File: config.mk
export PLATFORM = sky130hd
export DESIGN_NAME = gnsb_nbr
export DESIGN_NICKNAME = d
export VERILOG_FILES = /design/src/design/gnsb_pkg.sv /design/src/design/gnsb_nbr.sv
export SDC_FILE = /design/constraint.sdc
export NUM_CORES = 1
export LEC_CHECK = 0
export BUFFER_PORTS_ARGS = -buffer_cell sky130_fd_sc_hd__buf_2
export CAP_MARGIN = 20
export CORE_ASPECT_RATIO = 1.2
export CORE_MARGIN = 2
export CORE_UTILIZATION = 25
export DETAILED_ROUTE_END_ITERATION = 12
export GPL_ROUTABILITY_DRIVEN = 0
export PLACE_DENSITY = 0.47
export RECOVER_POWER = 50
export SETUP_SLACK_MARGIN = 0.3
export SLEW_MARGIN = 25
export SYNTH_ARGS = -nofsm -noshare
export SYNTH_HDL_FRONTEND = slang
export SYNTH_SLANG_ARGS = --single-unit
File: constraint.sdc
create_clock -name vclk -period 8.8
set_input_delay 1.76 -clock vclk [all_inputs]
set_output_delay 1.76 -clock vclk [all_outputs]
set_load 0.03 [all_outputs]
File: src/design/gnsb_pkg.sv
// ----------------------------------------------------------------------------
// gnsb_pkg
// Shared sizes, codes and types of the nearest-source grid search.
// ----------------------------------------------------------------------------
`default_nettype none
package gnsb_pkg;

  localparam int MAX_SIDE  = 64;
  localparam int MAX_CELLS = 4096;
  localparam int CW        = $clog2(MAX_SIDE);
  localparam int AW        = $clog2(MAX_CELLS);
  localparam int SW        = 7;
  localparam int DW        = 7;
  localparam int QW        = 2 * CW;

  localparam logic [DW-1:0] UNREACHED = 7'd127;

  typedef enum logic [1:0] {
    OP_LOAD = 2'd0,
    OP_RUN  = 2'd1,
    OP_READ = 2'd2,
    OP_NONE = 2'd3
  } op_t;

  typedef enum logic [1:0] {
    ST_OK    = 2'd0,
    ST_COUNT = 2'd1,
    ST_RANGE = 2'd2
  } status_t;

  typedef enum logic [2:0] {
    MV_SELF,
    MV_DOWN,
    MV_UP,
    MV_RIGHT,
    MV_LEFT
  } move_t;

  typedef struct packed {
    logic          ok;
    logic [CW-1:0] nx;
    logic [CW-1:0] ny;
    logic [AW-1:0] idx;
  } nbr_t;

endpackage
`default_nettype wire

File: src/design/gnsb_nbr.sv
// ----------------------------------------------------------------------------
// gnsb_nbr
// Neighbor unit: steps one cell in a direction, checks the grid edge and
// forms the row-major index with the shared multiplier.
// ----------------------------------------------------------------------------
`default_nettype none
module gnsb_nbr import gnsb_pkg::*; (
  input  wire logic [CW-1:0] x,
  input  wire logic [CW-1:0] y,
  input  wire move_t         move,
  input  wire logic [SW-1:0] width,
  input  wire logic [SW-1:0] height,
  output nbr_t               nb
);

  logic [AW:0] prod;

  always_comb begin
    nb.ok = 1'b1;
    nb.nx = x;
    nb.ny = y;
    unique case (move)
      MV_SELF: begin
      end
      MV_DOWN: begin
        nb.ok = (SW'(y) + SW'(1)) < height;
        nb.ny = y + CW'(1);
      end
      MV_UP: begin
        nb.ok = (y != '0);
        nb.ny = y - CW'(1);
      end
      MV_RIGHT: begin
        nb.ok = (SW'(x) + SW'(1)) < width;
        nb.nx = x + CW'(1);
      end
      MV_LEFT: begin
        nb.ok = (x != '0);
        nb.nx = x - CW'(1);
      end
      default: nb.ok = 1'b0;
    endcase
    prod   = (AW+1)'(nb.ny) * (AW+1)'(width) + (AW+1)'(nb.nx);
    nb.idx = prod[AW-1:0];
  end

endmodule
`default_nettype wire

# Word-level counts from Yosys, hierarchy flattened
# Cells that the tools add are included.
# totals
wordCells	20
ff_bits	0
out_inout_bits	25
# classes
n_mul	1
addsub	7
n_mux	3
reduce_logical	3
magnitude_cmp	2
n_eq_ne	4
# op_table
operator	count
$pmux W6 S2	2
$add A6 B1 Y7 const B	2
$lt A7 B7 Y1	2
$add A12 B6 Y12	1
$add A6 B1 Y6 const B	2
$mul A6 B7 Y12	1
$reduce_bool A6 Y1	2
$sub A6 B1 Y6 const B	2
$eq A3 B2 Y1 const B	2
$pmux W1 S5	1
$eq A3 B1 Y1 const B	1
$eq A3 B3 Y1 const B	1
$logic_not A3 Y1	1

# Longest topological paths before layout
# depth
word_depth	4
mapped_depth	25

# Worst setup path after synthesis
# No wires, ideal clock.
# synth_path
kind	input to output
start	input port move[0]
end	output port nb[10] (netlist name)
stages	20
setup_slack_ps	-387
arrival_ps	7427
t_required_ps	7040
path_cell_list	nand2b_1 > nor2_1 > ha_1 > a21o_1 > a21oi_1 > o311ai_2 > xor2_2 > nand2_1 > fa_1 > fa_1 > inv_1 > fa_1 > inv_1 > fa_1 > inv_1 > ha_1 > or4_1 > a41o_1 > a21oi_1 > xnor2_1
# synth_lines
item	line_no	source
start: declaration	gnsb_nbr.sv:10	input wire move_t move,
end: declaration	gnsb_nbr.sv:13	output nbr_t nb

==> summary.txt <==
Synthesis
  – Post-Syn Area: 2490 sq um
  – Seq/Total Area, Yosys: 0%
  – Mapped Cells: 310
  – Distinct cells, synth: 39
  – Post-synth top area share: 27.1%
  – Syn_area_per_cell: 8.05 sq um
  – Syn Nets: 418
  – Synth area leaders: ha_1 27%, fa_1 20%, xnor2_1 9.1%
  – Yosys warns: 0
  – Cell taking the most area after synthesis: ha_1

Placement
  – Dpl cells: 500
  – IO buf count: 54
  – Detailed placement HPWL: 5.74 mm

Final layout
  – Most frequent cells in the layout: 54 x inv_1, 48 x ha_1, 42 x buf_2
  – Sequential Area: 0 sq um
  – Multi-input gate area: 2470 sq um
  – Area grow syn2layout: 32.4%
  – Final nets: 496
  – CLK BUF: 0
  – Final Util: 34.4%
  – FFs & Latches: 0
  – Commonest non-fill, non-tap cell in the layout: inv_1
  – Fin cells: 509
  – Inserted Diodes: 0
  – Layout cells sized above 1: 26.2%
  – Filler Cell Count: 1,069

Critical path
  – CP Cell Sequence: buf_2 -> nand2b_4 -> nor2_4 -> buf_12 -> ha_4 -> a21o_1 -> a21oi_4 -> o311ai_4 -> xor2_4 -> nand2_2 -> fa_1 -> fa_1 -> inv_2 -> fa_1 -> inv_1 -> fa_1 -> inv_2 -> ha_4 -> or4_4 -> a41o_1 -> a21oi_2 -> xnor2_2 -> buf_6
  – Cell family with most CP delay: adder cells
  – Buf/Inv on CP: 6
  – Worst setup SP type: primary input
  – CP Max Fanout: 5
  – CP Launch Point: move[1]
  – Cell mode on critical path: fa_1
  – Crit. End Element: output port
  – Number of cells on the critical path: 23
  – Crit path required time: 7040 ps
  – Worst EP arrival: 6830 ps
  – Crit path to: nb[10]
  – Critical path class: primary input to output port
  – CP max stage delay: 530 ps
  – Worst path slowest cell: fa_1

STA
  – Final setup violation count: 0
  – Post-route clock period utilization: 97.6%
  – Endpoints failing hold: 0
  – Relative slew slack: 55.4%
  – Crit path time final: 8590 ps
  – Setup TNS: 0 ps
  – Worst slew pin tran: 653 ps
  – RSZ-0062 raised after global routing: true
  – Worst hold slack: 3910 ps
  – Final Max Tran Viols: 0
  – Achievable Freq: 0.116 GHz

GRT
  – Largest net degree at the start of global routing: 10
  – GR Util All Layers: 12.0%
  – Initial antenna violation count: 0
  – First-pass GRT wire length: 10.7 mm
  – Vias in the first global route: 2,350
  – Total grt overflow: 0

Run status
  – Status: complete, no violations

Floorplan
  – Die footprint: 10,800 sq um
  – Ports: 54
  – # rows: 39
  – Starting Density: 26.0%
  – Core Region: 9610 sq um
  – Die W: 95.2 microns
  – Die H: 113 microns

Job
  – Maxcap violations: 0

Pwr
  – Power density of the placed cells: 254 nW/um^2
  – Leakage power: 1.73 nW
  – Maximum vdd drop: 0.127 mV
  – Total power: 0.000839 W

Drt
  – WL met2: 3.41 mm
  – WL final: 6.59 mm
  – Via density: 4.54
  – DRT Pass-1 Iters: 4
  – DR DRC count: 0
  – WL met1: 2.85 mm
  – Metal3 WL: 273 microns
  – Drt wl/cell: 12.9 microns
  – Via count: 2,309
  – DRT antenna net count: 0
  – Top sig layer: met4
  – Drt initial violations: 57

Hold path
  – Tightest Hold Check Type: primary input to output port
[per-layer routing]
metal	track usage, %	vias to the layer above
met1	15.6	1077
met2	22.7	50
met5	0	-
met4	0.386	0
met3	0.661	6
li1	-	1176
[layout make-up]
type	count	share of cell area [%]
Timing Repair Buffer	77	14.1
Tap cell	123	4.66
Multi-Input combinational cell	252	74.7
Inverter	57	6.48
[stage by stage]
step	worst slack (ps)	area [sq um]
5_1_grt	27.3	3300
6_report	208	3300
2_1_floorplan	308	2600
4_1_cts	159	3180
3_3_place_gp	44.4	3120
3_5_place_dp	61.5	3120
[how the worst min path moves through the flow]
| stage | start | to | slack [ps] | depth (start not counted) |
|---|---|---|---|---|
| 6_report | x[5] | nb[23] | 3910 | 3 |
| 3_5_place_dp | x[5] | nb[23] | 3910 | 3 |
| 4_1_cts | x[5] | nb[23] | 3910 | 3 |
| 5_1_grt | x[5] | nb[23] | 3940 | 3 |
| 3_3_place_gp | x[5] | nb[23] | 3920 | 3 |
| 2_1_floorplan | y[5] | nb[17] | 3630 | 1 |
[tightest hold or removal path: stages]
cell and delay [ps]:
buf_2 140, xor2_1 80, buf_2 170
[cells by family after synthesis]
family,after synthesis,share of synthesized area (%)
simple gates,84,16.5
xor+xnor,32,11.5
mux,7,2.86
buf+inv,58,9.03
compound gates,50,12.9
fa+ha+maj,79,47.1
[cells in the mapped netlist, types with 2 or more instances]
cell / instances
o21ai_0: 11
o211ai_1: 2
a211oi_1: 2
nor3_1: 2
a31oi_1: 2
inv_1: 57
xnor2_1: 26
nand2_1: 23
a21boi_0: 2
nand3_1: 7
ha_1: 54
nor2_1: 24
nand2b_1: 2
nor3b_1: 2
xor2_1: 5
and2_1: 13
a21o_1: 5
mux2i_1: 6
fa_1: 25
a21oi_1: 15
and3_1: 4
o21bai_1: 3
o21a_1: 2
[report_power, final]
part	internal (W)	total, W	switching [W]
Clock	0	0	0
Combinational	0.000348	0.000839	0.000492
Sequential	0	0	0
[timing repair]
| action | CTS | global route |
|---|---|---|
| resized for setup | 11 | 20 |
| pin swaps | 8 | 14 |
| buffers inserted | 2 | 7 |
| endpoints found under the setup margin | 2 | 4 |
| hold buffers | 0 | 0 |
Note: power is estimated with default switching activity, not from simulation.
